==> config.mk <==
export PLATFORM = sky130hd
export DESIGN_NAME = delayed_linear_fade_envelope_top_flat
export DESIGN_NICKNAME = d
export VERILOG_FILES = /design/src/rtl/core/dlfe_pkg.sv /design/src/rtl/core/dlfe_cmd_if.sv /design/src/rtl/core/dlfe_res_if.sv /design/src/rtl/core/dlfe_cfg_if.sv /design/src/rtl/core/delayed_linear_fade_envelope_top.sv /design/src/rtl/core/dlfe_datapath.sv /design/src/rtl/core/dlfe_ctrl.sv /design/src/flat_wrapper.sv
export SDC_FILE = /design/constraint.sdc
export NUM_CORES = 1
export LEC_CHECK = 0
export ABC_AREA = 1
export BUFFER_PORTS_ARGS = -buffer_cell sky130_fd_sc_hd__clkbuf_2
export CORE_ASPECT_RATIO = 1.5
export CORE_MARGIN = 10
export CORE_UTILIZATION = 50
export CTS_CLUSTER_SIZE = 8
export DETAILED_ROUTE_END_ITERATION = 12
export PLACE_DENSITY = 0.77
export SKIP_CTS_REPAIR_TIMING = 1
export SYNTH_ARGS = -nofsm -noshare
export SYNTH_HDL_FRONTEND = slang
export SYNTH_SLANG_ARGS = --single-unit
export TNS_END_PERCENT = 30
==> constraint.sdc <==
create_clock -name clk -period 10.8 [get_ports clk]
set_input_delay 0.54 -clock clk [delete_from_list [all_inputs] [get_ports clk]]
set_output_delay 0.54 -clock clk [all_outputs]
set_load 0.05 [all_outputs]
==> src/rtl/core/dlfe_pkg.sv <==
// ---------------------------------------------------------------------------
// dlfe_pkg: shared types and constants for the delayed linear fade envelope
// Widths, command codes, register indexes and the controller/datapath
// command and status structs.
// ---------------------------------------------------------------------------
`default_nettype none

package dlfe_pkg;

  // progress format
  localparam int FRAC_BITS = 12;
  localparam int PROG_W    = FRAC_BITS + 1;
  localparam logic [PROG_W-1:0] ONE = PROG_W'(1) << FRAC_BITS;

  // field widths
  localparam int MODE_W    = 3;
  localparam int MS_W      = 16;
  localparam int ELAPSED_W = 32;
  localparam int CFG_IDX_W = 3;
  localparam int CFG_DAT_W = 16;

  // begin-fade product and recovered elapsed time
  localparam int PROD_W  = PROG_W + MS_W;
  localparam int MULHI_W = PROD_W - FRAC_BITS;
  localparam int MULEL_W = MULHI_W + 1;

  // ramp divider step counter
  localparam int DIV_CNT_W = $clog2(FRAC_BITS);

  // command codes
  typedef enum logic [MODE_W-1:0] {
    MODE_TICK      = 3'd0,
    MODE_BEGIN_OUT = 3'd1,
    MODE_BEGIN_IN  = 3'd2,
    MODE_STOP      = 3'd3,
    MODE_PAUSE     = 3'd4,
    MODE_RESUME    = 3'd5
  } mode_t;

  // register indexes
  localparam logic [CFG_IDX_W-1:0] CFG_OUT_DELAY    = 3'd0;
  localparam logic [CFG_IDX_W-1:0] CFG_OUT_DURATION = 3'd1;
  localparam logic [CFG_IDX_W-1:0] CFG_IN_DELAY     = 3'd2;
  localparam logic [CFG_IDX_W-1:0] CFG_IN_DURATION  = 3'd3;
  localparam logic [CFG_IDX_W-1:0] CFG_DESTROY      = 3'd4;

  // register reset values
  localparam logic [MS_W-1:0] DURATION_RESET = 16'd3000;

  // controller to datapath
  typedef struct packed {
    logic load;
    logic tick_add;
    logic mode_apply;
    logic mul;
    logic div_start;
    logic div_step;
    logic ramp_apply;
    logic ramp_full;
    logic result_write;
  } dlfe_cmd_t;

  // datapath to controller
  typedef struct packed {
    logic [MODE_W-1:0] mode;
    logic              active;
    logic              paused;
    logic              past_delay;
    logic              ramp_full;
    logic              div_last;
  } dlfe_stat_t;

endpackage

`default_nettype wire

==> src/rtl/core/dlfe_cmd_if.sv <==
// ---------------------------------------------------------------------------
// dlfe_cmd_if: command channel
// Carries one command item: mode and elapsed milliseconds.
// ---------------------------------------------------------------------------
`default_nettype none

interface dlfe_cmd_if;
  logic                         valid;
  logic                         ready;
  logic [dlfe_pkg::MODE_W-1:0]  mode;
  logic [dlfe_pkg::MS_W-1:0]    delta_ms;

  modport source (output valid, output mode, output delta_ms, input ready);
  modport sink   (input valid, input mode, input delta_ms, output ready);
endinterface

`default_nettype wire

==> src/rtl/core/dlfe_res_if.sv <==
// ---------------------------------------------------------------------------
// dlfe_res_if: result channel
// Carries one result item: progress and the fade flags after a command.
// ---------------------------------------------------------------------------
`default_nettype none

interface dlfe_res_if;
  logic                         valid;
  logic                         ready;
  logic [dlfe_pkg::PROG_W-1:0]  progress;
  logic                         fading_out;
  logic                         fading_in;
  logic                         paused;
  logic                         destroy_request;

  modport source (output valid, output progress, output fading_out, output fading_in,
                  output paused, output destroy_request, input ready);
  modport sink   (input valid, input progress, input fading_out, input fading_in,
                  input paused, input destroy_request, output ready);
endinterface

`default_nettype wire

==> src/rtl/core/dlfe_cfg_if.sv <==
// ---------------------------------------------------------------------------
// dlfe_cfg_if: configuration write channel
// Carries a register index and write data.
// ---------------------------------------------------------------------------
`default_nettype none

interface dlfe_cfg_if;
  logic                           valid;
  logic                           ready;
  logic [dlfe_pkg::CFG_IDX_W-1:0] index;
  logic [dlfe_pkg::CFG_DAT_W-1:0] data;

  modport source (output valid, output index, output data, input ready);
  modport sink   (input valid, input index, input data, output ready);
endinterface

`default_nettype wire

==> src/rtl/core/delayed_linear_fade_envelope_top.sv <==
// ---------------------------------------------------------------------------
// delayed_linear_fade_envelope_top: delayed linear fade envelope
// Fade-out/fade-in progress envelope driven by tick, begin, stop, pause
// and resume commands, with one result item per command item.
// ---------------------------------------------------------------------------
// Each command item yields one result item with the Q12 progress and flags
// after the command. Commands are handled one at a time. A tick that moves
// the ramp runs the 12-step serial restoring divider, which forms
// (elapsed - delay) / duration, before its result is written. A tick that
// completes the ramp or is still inside the delay skips the divider. A tick
// while idle or paused goes straight to the result. A begin command during
// a fade uses one multiply to recover elapsed time. Other commands apply
// directly. A new item is taken the cycle after a result enters the output
// register, even if it is not yet read. A stalled output holds the
// controller once a second result is ready. Registers may be written only
// while no command is in progress.
`default_nettype none

module delayed_linear_fade_envelope_top (
  input wire logic clk,
  input wire logic rst,
  dlfe_cmd_if.sink   cmd,
  dlfe_res_if.source result,
  dlfe_cfg_if.sink   cfg
);
  import dlfe_pkg::*;

  dlfe_cmd_t  ctrl_cmd;
  dlfe_stat_t dp_stat;
  logic       cmd_ready;
  logic       res_valid;

  // registers accept a write every cycle
  assign cfg.ready    = 1'b1;
  assign cmd.ready    = cmd_ready;
  assign result.valid = res_valid;

  // sequencing
  dlfe_ctrl u_ctrl (
    .clk       (clk),
    .rst       (rst),
    .in_valid  (cmd.valid),
    .in_ready  (cmd_ready),
    .out_valid (res_valid),
    .out_ready (result.ready),
    .cmd_o     (ctrl_cmd),
    .stat_i    (dp_stat)
  );

  // state and arithmetic
  dlfe_datapath u_datapath (
    .clk            (clk),
    .rst            (rst),
    .cmd_i          (ctrl_cmd),
    .stat_o         (dp_stat),
    .in_mode        (cmd.mode),
    .in_delta_ms    (cmd.delta_ms),
    .cfg_valid      (cfg.valid),
    .cfg_index      (cfg.index),
    .cfg_data       (cfg.data),
    .res_progress   (result.progress),
    .res_fading_out (result.fading_out),
    .res_fading_in  (result.fading_in),
    .res_paused     (result.paused),
    .res_destroy    (result.destroy_request)
  );

endmodule

`default_nettype wire

==> src/rtl/core/dlfe_datapath.sv <==
// ---------------------------------------------------------------------------
// dlfe_datapath: fade envelope state and arithmetic
// Holds configuration, elapsed counter, progress and flags, the begin-fade
// multiplier, the serial ramp divider and the result register.
// ---------------------------------------------------------------------------
`default_nettype none

module dlfe_datapath (
  input  wire logic                           clk,
  input  wire logic                           rst,
  input  wire dlfe_pkg::dlfe_cmd_t            cmd_i,
  output dlfe_pkg::dlfe_stat_t                stat_o,
  input  wire logic [dlfe_pkg::MODE_W-1:0]    in_mode,
  input  wire logic [dlfe_pkg::MS_W-1:0]      in_delta_ms,
  input  wire logic                           cfg_valid,
  input  wire logic [dlfe_pkg::CFG_IDX_W-1:0] cfg_index,
  input  wire logic [dlfe_pkg::CFG_DAT_W-1:0] cfg_data,
  output logic [dlfe_pkg::PROG_W-1:0]         res_progress,
  output logic                                res_fading_out,
  output logic                                res_fading_in,
  output logic                                res_paused,
  output logic                                res_destroy
);
  import dlfe_pkg::*;

  // configuration
  logic [MS_W-1:0] out_delay;
  logic [MS_W-1:0] out_duration;
  logic [MS_W-1:0] in_delay;
  logic [MS_W-1:0] in_duration;
  logic            destroy_after_out;

  // envelope state
  logic [ELAPSED_W-1:0] elapsed;
  logic [PROG_W-1:0]    progress_q;
  logic                 out_active;
  logic                 in_active;
  logic                 pause_flag;

  // latched item and per-item flags
  logic [MODE_W-1:0] mode_q;
  logic [MS_W-1:0]   delta_q;
  logic              destroy_q;

  // arithmetic registers
  logic [PROD_W-1:0]    prod;
  logic [MS_W-1:0]      rem;
  logic [FRAC_BITS-1:0] quot;
  logic [DIV_CNT_W-1:0] div_cnt;

  logic                 active;
  logic [MS_W-1:0]      cur_delay;
  logic [MS_W-1:0]      cur_duration;
  logic [ELAPSED_W:0]   elapsed_sum;
  logic [ELAPSED_W-1:0] elapsed_sat;
  logic [ELAPSED_W:0]   ramp_end;
  logic [PROG_W-1:0]    mul_factor;
  logic [MS_W-1:0]      mul_duration;
  logic [MS_W-1:0]      mul_delay;
  logic [MULEL_W-1:0]   mul_elapsed;
  logic [MS_W:0]        rem_shift;
  logic                 rem_ge;
  logic [PROG_W-1:0]    ramp_frac;

  assign active = out_active || in_active;

  // parameters of the running fade
  assign cur_delay    = out_active ? out_delay : in_delay;
  assign cur_duration = out_active ? out_duration : in_duration;

  // saturating elapsed update
  assign elapsed_sum = {1'b0, elapsed} + {{(ELAPSED_W + 1 - MS_W){1'b0}}, delta_q};
  assign elapsed_sat = elapsed_sum[ELAPSED_W] ? {ELAPSED_W{1'b1}} : elapsed_sum[ELAPSED_W-1:0];

  // ramp is complete once elapsed reaches delay plus duration
  assign ramp_end = {{(ELAPSED_W + 1 - MS_W){1'b0}}, cur_delay}
                  + {{(ELAPSED_W + 1 - MS_W){1'b0}}, cur_duration};

  // status to controller
  always_comb begin
    stat_o.mode       = mode_q;
    stat_o.active     = active;
    stat_o.paused     = pause_flag;
    stat_o.past_delay = elapsed >= {{(ELAPSED_W - MS_W){1'b0}}, cur_delay};
    stat_o.ramp_full  = {1'b0, elapsed} >= ramp_end;
    stat_o.div_last   = div_cnt == DIV_CNT_W'(FRAC_BITS - 1);
  end

  // operands for working elapsed time back out of progress
  always_comb begin
    if (mode_t'(mode_q) == MODE_BEGIN_IN) begin
      mul_factor   = ONE - progress_q;
      mul_duration = in_duration;
      mul_delay    = in_delay;
    end else begin
      mul_factor   = progress_q;
      mul_duration = out_duration;
      mul_delay    = out_delay;
    end
  end

  assign mul_elapsed = {1'b0, prod[PROD_W-1:FRAC_BITS]} + {{(MULEL_W - MS_W){1'b0}}, mul_delay};

  // one restoring division step
  assign rem_shift = {rem, 1'b0};
  assign rem_ge    = rem_shift >= {1'b0, cur_duration};

  assign ramp_frac = cmd_i.ramp_full ? ONE : {1'b0, quot};

  // configuration registers
  always_ff @(posedge clk) begin
    if (rst) begin
      out_delay         <= '0;
      out_duration      <= DURATION_RESET;
      in_delay          <= '0;
      in_duration       <= DURATION_RESET;
      destroy_after_out <= 1'b0;
    end else if (cfg_valid) begin
      unique case (cfg_index)
        CFG_OUT_DELAY:    out_delay         <= cfg_data;
        CFG_OUT_DURATION: out_duration      <= cfg_data;
        CFG_IN_DELAY:     in_delay          <= cfg_data;
        CFG_IN_DURATION:  in_duration       <= cfg_data;
        CFG_DESTROY:      destroy_after_out <= cfg_data[0];
        default: ;
      endcase
    end
  end

  // envelope state
  always_ff @(posedge clk) begin
    if (rst) begin
      elapsed    <= '0;
      progress_q <= '0;
      out_active <= 1'b0;
      in_active  <= 1'b0;
      pause_flag <= 1'b0;
      destroy_q  <= 1'b0;
    end else begin
      priority if (cmd_i.load) begin
        destroy_q <= 1'b0;
      end else if (cmd_i.tick_add) begin
        elapsed <= elapsed_sat;
      end else if (cmd_i.ramp_apply) begin
        if (out_active) begin
          progress_q <= ramp_frac;
          if (cmd_i.ramp_full) begin
            out_active <= 1'b0;
            destroy_q  <= destroy_after_out;
          end
        end else begin
          progress_q <= ONE - ramp_frac;
          if (cmd_i.ramp_full) begin
            in_active <= 1'b0;
          end
        end
      end else if (cmd_i.mode_apply) begin
        unique case (mode_t'(mode_q))
          MODE_BEGIN_OUT: begin
            elapsed    <= active ? {{(ELAPSED_W - MULEL_W){1'b0}}, mul_elapsed} : '0;
            out_active <= 1'b1;
            in_active  <= 1'b0;
            pause_flag <= 1'b0;
          end
          MODE_BEGIN_IN: begin
            if (active) begin
              elapsed <= {{(ELAPSED_W - MULEL_W){1'b0}}, mul_elapsed};
            end else begin
              elapsed    <= '0;
              progress_q <= ONE;
            end
            in_active  <= 1'b1;
            out_active <= 1'b0;
            pause_flag <= 1'b0;
          end
          MODE_STOP: begin
            out_active <= 1'b0;
            in_active  <= 1'b0;
            progress_q <= '0;
            elapsed    <= '0;
          end
          MODE_PAUSE: begin
            if (active) begin
              pause_flag <= 1'b1;
            end
          end
          MODE_RESUME: begin
            pause_flag <= 1'b0;
          end
          default: ;
        endcase
      end else begin
        destroy_q <= destroy_q;
      end
    end
  end

  // item latch, multiplier, divider and result register
  always_ff @(posedge clk) begin
    if (cmd_i.load) begin
      mode_q  <= in_mode;
      delta_q <= in_delta_ms;
    end
    if (cmd_i.mul) begin
      prod <= PROD_W'(mul_factor * mul_duration);
    end
    if (cmd_i.div_start) begin
      rem     <= elapsed[MS_W-1:0] - cur_delay;
      quot    <= '0;
      div_cnt <= '0;
    end else if (cmd_i.div_step) begin
      rem     <= rem_ge ? MS_W'(rem_shift - {1'b0, cur_duration}) : rem_shift[MS_W-1:0];
      quot    <= {quot[FRAC_BITS-2:0], rem_ge};
      div_cnt <= div_cnt + DIV_CNT_W'(1);
    end
    if (cmd_i.result_write) begin
      res_progress   <= progress_q;
      res_fading_out <= out_active;
      res_fading_in  <= in_active;
      res_paused     <= pause_flag;
      res_destroy    <= destroy_q;
    end
  end

`ifndef SYNTHESIS
  // the two fades never run together
  a_single_fade: assert property (@(posedge clk) disable iff (rst)
    !(out_active && in_active))
    else $error("fade-out and fade-in active together");

  // progress never exceeds one
  a_progress_range: assert property (@(posedge clk) disable iff (rst)
    progress_q <= ONE)
    else $error("progress above one");

  // pause is only taken while a fade runs
  a_pause_active: assert property (@(posedge clk) disable iff (rst)
    $rose(pause_flag) |-> $past(out_active || in_active))
    else $error("pause set while idle");
`endif

endmodule

`default_nettype wire

==> src/rtl/core/dlfe_ctrl.sv <==
// ---------------------------------------------------------------------------
// dlfe_ctrl: fade envelope controller
// Sequences each command item through the datapath and owns the result
// valid flag of the output register.
// ---------------------------------------------------------------------------
`default_nettype none

module dlfe_ctrl (
  input  wire logic                 clk,
  input  wire logic                 rst,
  input  wire logic                 in_valid,
  output logic                      in_ready,
  output logic                      out_valid,
  input  wire logic                 out_ready,
  output dlfe_pkg::dlfe_cmd_t       cmd_o,
  input  wire dlfe_pkg::dlfe_stat_t stat_i
);
  import dlfe_pkg::*;

  typedef enum logic [6:0] {
    S_IDLE  = 7'b0000001,
    S_EVAL  = 7'b0000010,
    S_CMP   = 7'b0000100,
    S_DIV   = 7'b0001000,
    S_FIN   = 7'b0010000,
    S_BEGIN = 7'b0100000,
    S_DONE  = 7'b1000000
  } state_t;

  state_t state;
  state_t state_next;
  logic   out_valid_next;

  assign in_ready = state == S_IDLE;

  // next state and datapath commands
  always_comb begin
    cmd_o      = '0;
    state_next = state;
    unique case (state)
      S_IDLE: begin
        if (in_valid) begin
          cmd_o.load = 1'b1;
          state_next = S_EVAL;
        end
      end
      S_EVAL: begin
        unique case (mode_t'(stat_i.mode))
          MODE_TICK: begin
            if (stat_i.active && !stat_i.paused) begin
              cmd_o.tick_add = 1'b1;
              state_next     = S_CMP;
            end else begin
              state_next = S_DONE;
            end
          end
          MODE_BEGIN_OUT, MODE_BEGIN_IN: begin
            if (stat_i.active) begin
              cmd_o.mul  = 1'b1;
              state_next = S_BEGIN;
            end else begin
              cmd_o.mode_apply = 1'b1;
              state_next       = S_DONE;
            end
          end
          default: begin
            cmd_o.mode_apply = 1'b1;
            state_next       = S_DONE;
          end
        endcase
      end
      S_CMP: begin
        priority if (!stat_i.past_delay) begin
          state_next = S_DONE;
        end else if (stat_i.ramp_full) begin
          cmd_o.ramp_apply = 1'b1;
          cmd_o.ramp_full  = 1'b1;
          state_next       = S_DONE;
        end else begin
          cmd_o.div_start = 1'b1;
          state_next      = S_DIV;
        end
      end
      S_DIV: begin
        cmd_o.div_step = 1'b1;
        if (stat_i.div_last) begin
          state_next = S_FIN;
        end
      end
      S_FIN: begin
        cmd_o.ramp_apply = 1'b1;
        state_next       = S_DONE;
      end
      S_BEGIN: begin
        cmd_o.mode_apply = 1'b1;
        state_next       = S_DONE;
      end
      S_DONE: begin
        if (!out_valid || out_ready) begin
          cmd_o.result_write = 1'b1;
          state_next         = S_IDLE;
        end
      end
      default: state_next = S_IDLE;
    endcase
  end

  // output register valid
  always_comb begin
    priority if (cmd_o.result_write) begin
      out_valid_next = 1'b1;
    end else if (out_ready) begin
      out_valid_next = 1'b0;
    end else begin
      out_valid_next = out_valid;
    end
  end

  always_ff @(posedge clk) begin
    if (rst) begin
      state     <= S_IDLE;
      out_valid <= 1'b0;
    end else begin
      state     <= state_next;
      out_valid <= out_valid_next;
    end
  end

`ifndef SYNTHESIS
  // a waiting result is never overwritten
  a_no_overwrite: assert property (@(posedge clk) disable iff (rst)
    (out_valid && !out_ready) |-> !cmd_o.result_write)
    else $error("result overwritten while stalled");

  // the divider runs until its last step, then finishes
  a_div_flow: assert property (@(posedge clk) disable iff (rst)
    state == S_DIV |=> state == S_DIV || state == S_FIN)
    else $error("divider left early");

  // a result appears only after an item completes
  a_result_origin: assert property (@(posedge clk) disable iff (rst)
    $rose(out_valid) |-> $past(state == S_DONE))
    else $error("result valid without a finished item");
`endif

endmodule

`default_nettype wire
==> src/flat_wrapper.sv <==
// flat-port wrapper written by rule: the top's interface ports become plain ports
module delayed_linear_fade_envelope_top_flat import dlfe_pkg::*;
  (clk, rst, cmd_valid, cmd_mode, cmd_delta_ms, cmd_ready, result_valid, result_progress, result_fading_out, result_fading_in, result_paused, result_destroy_request, result_ready, cfg_valid, cfg_index, cfg_data, cfg_ready);
  dlfe_cmd_if cmd_i ();
  dlfe_res_if result_i ();
  dlfe_cfg_if cfg_i ();
  input wire logic clk;
  input wire logic rst;
  input wire logic [$bits(cmd_i.valid)-1:0] cmd_valid;
  input wire logic [$bits(cmd_i.mode)-1:0] cmd_mode;
  input wire logic [$bits(cmd_i.delta_ms)-1:0] cmd_delta_ms;
  output wire logic [$bits(cmd_i.ready)-1:0] cmd_ready;
  output wire logic [$bits(result_i.valid)-1:0] result_valid;
  output wire logic [$bits(result_i.progress)-1:0] result_progress;
  output wire logic [$bits(result_i.fading_out)-1:0] result_fading_out;
  output wire logic [$bits(result_i.fading_in)-1:0] result_fading_in;
  output wire logic [$bits(result_i.paused)-1:0] result_paused;
  output wire logic [$bits(result_i.destroy_request)-1:0] result_destroy_request;
  input wire logic [$bits(result_i.ready)-1:0] result_ready;
  input wire logic [$bits(cfg_i.valid)-1:0] cfg_valid;
  input wire logic [$bits(cfg_i.index)-1:0] cfg_index;
  input wire logic [$bits(cfg_i.data)-1:0] cfg_data;
  output wire logic [$bits(cfg_i.ready)-1:0] cfg_ready;
  assign cmd_i.valid = cmd_valid;
  assign cmd_i.mode = cmd_mode;
  assign cmd_i.delta_ms = cmd_delta_ms;
  assign cmd_ready = cmd_i.ready;
  assign result_valid = result_i.valid;
  assign result_progress = result_i.progress;
  assign result_fading_out = result_i.fading_out;
  assign result_fading_in = result_i.fading_in;
  assign result_paused = result_i.paused;
  assign result_destroy_request = result_i.destroy_request;
  assign result_i.ready = result_ready;
  assign cfg_i.valid = cfg_valid;
  assign cfg_i.index = cfg_index;
  assign cfg_i.data = cfg_data;
  assign cfg_ready = cfg_i.ready;
  delayed_linear_fade_envelope_top u_core (.clk(clk), .rst(rst), .cmd(cmd_i), .result(result_i), .cfg(cfg_i));
endmodule
==> results.py <==
metrics = {
    "clock_network": {
        "cts_sinks": 207,
        "cts_tree": "done",
        "root_buffer": "clkbuf_16",
        "cts_max_path_buffers": 3,
        "numCtsBuffers": 29,
        "insertion_delay_ns": 0.56,
        "path_clk_slew_ns": 0.06,
        "htreeDepth": 1,
    },
    "final_layout": {
        "antenna_cells": 0,
        "nets": 3066,
        "area_delta_synth_final_pct": 7.860,
        "drive_above_1_share": 0.07823,
    },
    "worst_setup_path": {
        "crit_path_end_kind": "register",
        "cp_common_cell": "nand2_1",
        "worstPathArrival_ns": 8.20,
        "timing.rr.end": "u_core.u_datapath.prod[21]",
        "cp_slowest_stage_delay_ns": 0.73,
        "r2r-start": "u_core.u_datapath.mode_q[1]",
        "crit_path_start_kind": "register",
        "r2r_slack_ns": 2.96,
        "path_class": "reg -> reg",
        "critPathMaxFanout": 63,
        "cp_slowest_cell": "clkinv_1",
        "rr_worst_depth": 29,
        "required_ns": 11.17,
    },
    "timing": {
        "fin_crit_ns": 7.837,
        "period_share": 0.7256,
        "slew_violations": 0,
        "finalSetupTns_ns": 0,
        "skew_ns": 0.01424,
        "rsz0062_at_grt": "no",
        "fmax_mhz": 127.6,
        "max-slew-margin-rel": 0.2299,
        "hold_violations": 0,
        "tightestPinTransition_ns": 1.147,
        "setup_viol": 0,
    },
    "pwr": {
        "p_total_mw": 2.212,
        "p_per_area_nw_per_um2": 102.5,
        "pwr-share-clk": 0.374,
        "seq_power_share": 0.390,
        "p_leak_nw": 10.62,
        "ir_drop_mv": 0.09045,
        "p_sw_uw": 718.8,
        "power.internal_mw": 1.493,
        "pwr-share-comb": 0.236,
        "swShare": 0.3250,
    },
    "global_routing": {
        "grt_overflow": 0,
        "grt_usage": 0.2438,
        "grt_pass1_wl_um": 95110,
        "antenna_found_initial": 1,
        "grt_start_max_net_pins": 78,
        "grt_pass1_vias": 18530,
    },
    "floorplan": {
        "core_region_area_um2": 39420,
        "die_h_um": 265.0,
        "io_pins": 63,
        "die_x_um": 183.3,
        "rows": 89,
        "dieArea_um2": 48590,
        "start_util": 0.5076,
    },
    "synthesis": {
        "syn_inst": 2652,
        "yosysUniqueCellTypes": 66,
        "ys_warn_count": 0,
        "ys_seq_area_frac": 0.2416,
        "syn_avg_cell_area_um2": 7.545,
        "synthesis.area_um2": 20010,
        "ys.flop_type": "dfxtp_1",
        "synth_seq_cells": 207,
        "synth.net_count": 3023,
        "synthArstFlopShare": 0,
        "synth-edff-count": 69,
    },
    "routing": {
        "ant_nets": 0,
        "drtIter0Drc": 1522,
        "dr.pass1.iters": 5,
        "via_per_inst": 5.652,
        "drt_wl_total_um": 59700,
        "route.detailed.drc": 0,
        "routedWlPerCell_um": 18.60,
        "dr_total_vias": 18140,
    },
    "hold_path": {
        "hold_start": "cmd_delta_ms[0]",
        "hp-class": "in -> reg",
        "min_delay_path_depth": 1,
        "min_to": "u_core.u_datapath.delta_q[0]",
    },
    "placement": {
        "portBuffers": 61,
        "hpwlAfterDp_um": 47910,
        "place_congestion": 1.012,
    },
    "outcome": {
        "status": "complete, no violations",
    },
    "job": {
        "drv_cap": 0,
    },
}
## worst max path at each step
stage	startpoint	endpoint	slack, ns	cells after the start
final	u_core.u_datapath.mode_q[1]	u_core.u_datapath.prod[21]	2.96	29
after global routing	u_core.u_datapath.mode_q[1]	u_core.u_datapath.prod[27]	2.39	30
after CTS	u_core.u_datapath.mode_q[1]	u_core.u_datapath.prod[27]	3.06	30
after detailed placement	u_core.u_datapath.mode_q[1]	u_core.u_datapath.prod[23]	3.07	30
after global placement	u_core.u_datapath.mode_q[1]	u_core.u_datapath.prod[23]	3.25	30
after floorplan	u_core.u_datapath.progress_q[0]	u_core.u_datapath.prod[24]	4.49	29
## synthesized netlist by cell type (20+ instances only)
cell	count	area share
a21oi_1	182	0.046
clkbuf_1	49	0.0092
dfxtp_1	138	0.14
edfxtp_1	69	0.10
fa_1	158	0.16
ha_1	170	0.11
inv_1	419	0.079
nand2_1	521	0.098
nand3_1	78	0.020
nand4_1	20	0.0063
nor2_1	273	0.051
nor3_1	28	0.0070
o211ai_1	22	0.0083
o21ai_0	202	0.051
o21ai_1	20	0.0050
or2_2	28	0.0088
xnor2_1	33	0.014
xor2_1	53	0.023
## power by group through the flow
stage	Sequential, mW	Combinational, mW	Clock (mW)
6_report	0.862	0.522	0.828
3_5_place_dp	0.875	0.515	0
5_1_grt	0.865	0.578	0.871
2_1_floorplan	0.871	0.365	0
4_1_cts	0.861	0.517	0.843
3_3_place_gp	0.876	0.503	0
## metrics by stage
| step | hold slack [ns] | worst slack [ns] | cell area, um^2 | cells | utilization |
|---|---|---|---|---|---|
| global placement | 0.4173 | 3.246 | 20790 | 3164 | 0.5274 |
| CTS | 0.1346 | 3.061 | 21580 | 3210 | 0.5475 |
| floorplan | 0.4086 | 4.485 | 20010 | 2652 | - |
| finish | 0.1625 | 2.963 | 21580 | 3210 | 0.5475 |
| global route | 0.1503 | 2.393 | 21580 | 3210 | 0.5475 |
| detailed placement | 0.4292 | 3.070 | 20790 | 3164 | 0.5274 |
## placed cells by master, fill, tap and decap left out, types with 4 or more instances in the layout
cell type and instances:
nor2_1 272, ha_1 170, buf_4 19, inv_1 418, nand3_1 78, xnor2_1 33, o21ai_2 7, o21ai_1 20
nand4_1 20, nor2_4 9, nand3b_1 9, edfxtp_1 69, o22ai_1 13, inv_2 17, nor2_2 9, a21oi_1 182
clkbuf_2 61, clkbuf_1 16, nor4_1 6, a21boi_0 4, nand2_1 521, nor3_1 28, nand2_4 5, o211ai_1 22
or2_2 28, fa_1 158, nand2_2 10, xor2_1 53, clkinv_1 8, a21o_1 8, a31oi_1 18, dfxtp_1 137
o21ai_0 202, clkbuf_16 29
## worst max-delay path: cells and delay by family (launching register included)
kind	cells	cell delay, ns
AND/OR/NAND/NOR	12	2.38
buffers and inverters	7	1.35
XOR/XNOR	1	0.24
flip-flops	1	0.43
adder cells (fa/ha/maj)	6	2.64
AO/OA/AOI/OAI	3	0.53
## registers in the layout (all words and copies together), names as in the netlist, 3 cells and up
register and cells:
u_core.u_datapath.div_cnt 4, u_core.u_datapath.res_progress 13, u_core.u_datapath.prod 17, u_core.u_ctrl.state 7, u_core.u_datapath.out_duration 16, u_core.u_datapath.delta_q 16, u_core.u_datapath.in_duration 16, u_core.u_datapath.mode_q 3
u_core.u_datapath.elapsed 32, u_core.u_datapath.rem 16, u_core.u_datapath.in_delay 16, u_core.u_datapath.quot 12, u_core.u_datapath.out_delay 16, u_core.u_datapath.progress_q 13
## kinds of logic (layout without fill, tap and decap cells)
logic type	count (synthesis)	count (layout)	share of synthesized area
AO/OA/AOI/OAI	503	503	0.1387
XOR/XNOR	86	86	0.03764
adder cells (fa/ha/maj)	328	328	0.2644
buffers and inverters	512	570	0.09867
flip-flops	207	207	0.2416
other	1	1	0.0001874
AND/OR/NAND/NOR	1015	1015	0.2188
## per-layer routing
| layer | part of all wire | GRT usage | wire, um | vias to the layer above |
|---|---|---|---|---|
| li1 | - | - | - | 8619 |
| met1 | 0.36 | 0.2496 | 21360 | 8698 |
| met2 | 0.52 | 0.4523 | 30990 | 617 |
| met3 | 0.043 | 0.02224 | 2585 | 206 |
| met4 | 0.080 | 0.1775 | 4764 | 2 |
| met5 | 0.00015 | 0 | 9 | - |
## final cells by class
| type | instances | area [um^2] |
|---|---|---|
| Fill cell | 3763 | 17840 |
| Multi-Input combinational cell | 1933 | 13210 |
| Sequential cell | 207 | 4836 |
| Inverter | 444 | 1669 |
| Clock buffer | 45 | 785.8 |
| Tap cell | 500 | 625.6 |
| Timing Repair Buffer | 80 | 447.9 |
| Clock inverter | 1 | 8.758 |
Power figures use the tool's default switching activity.
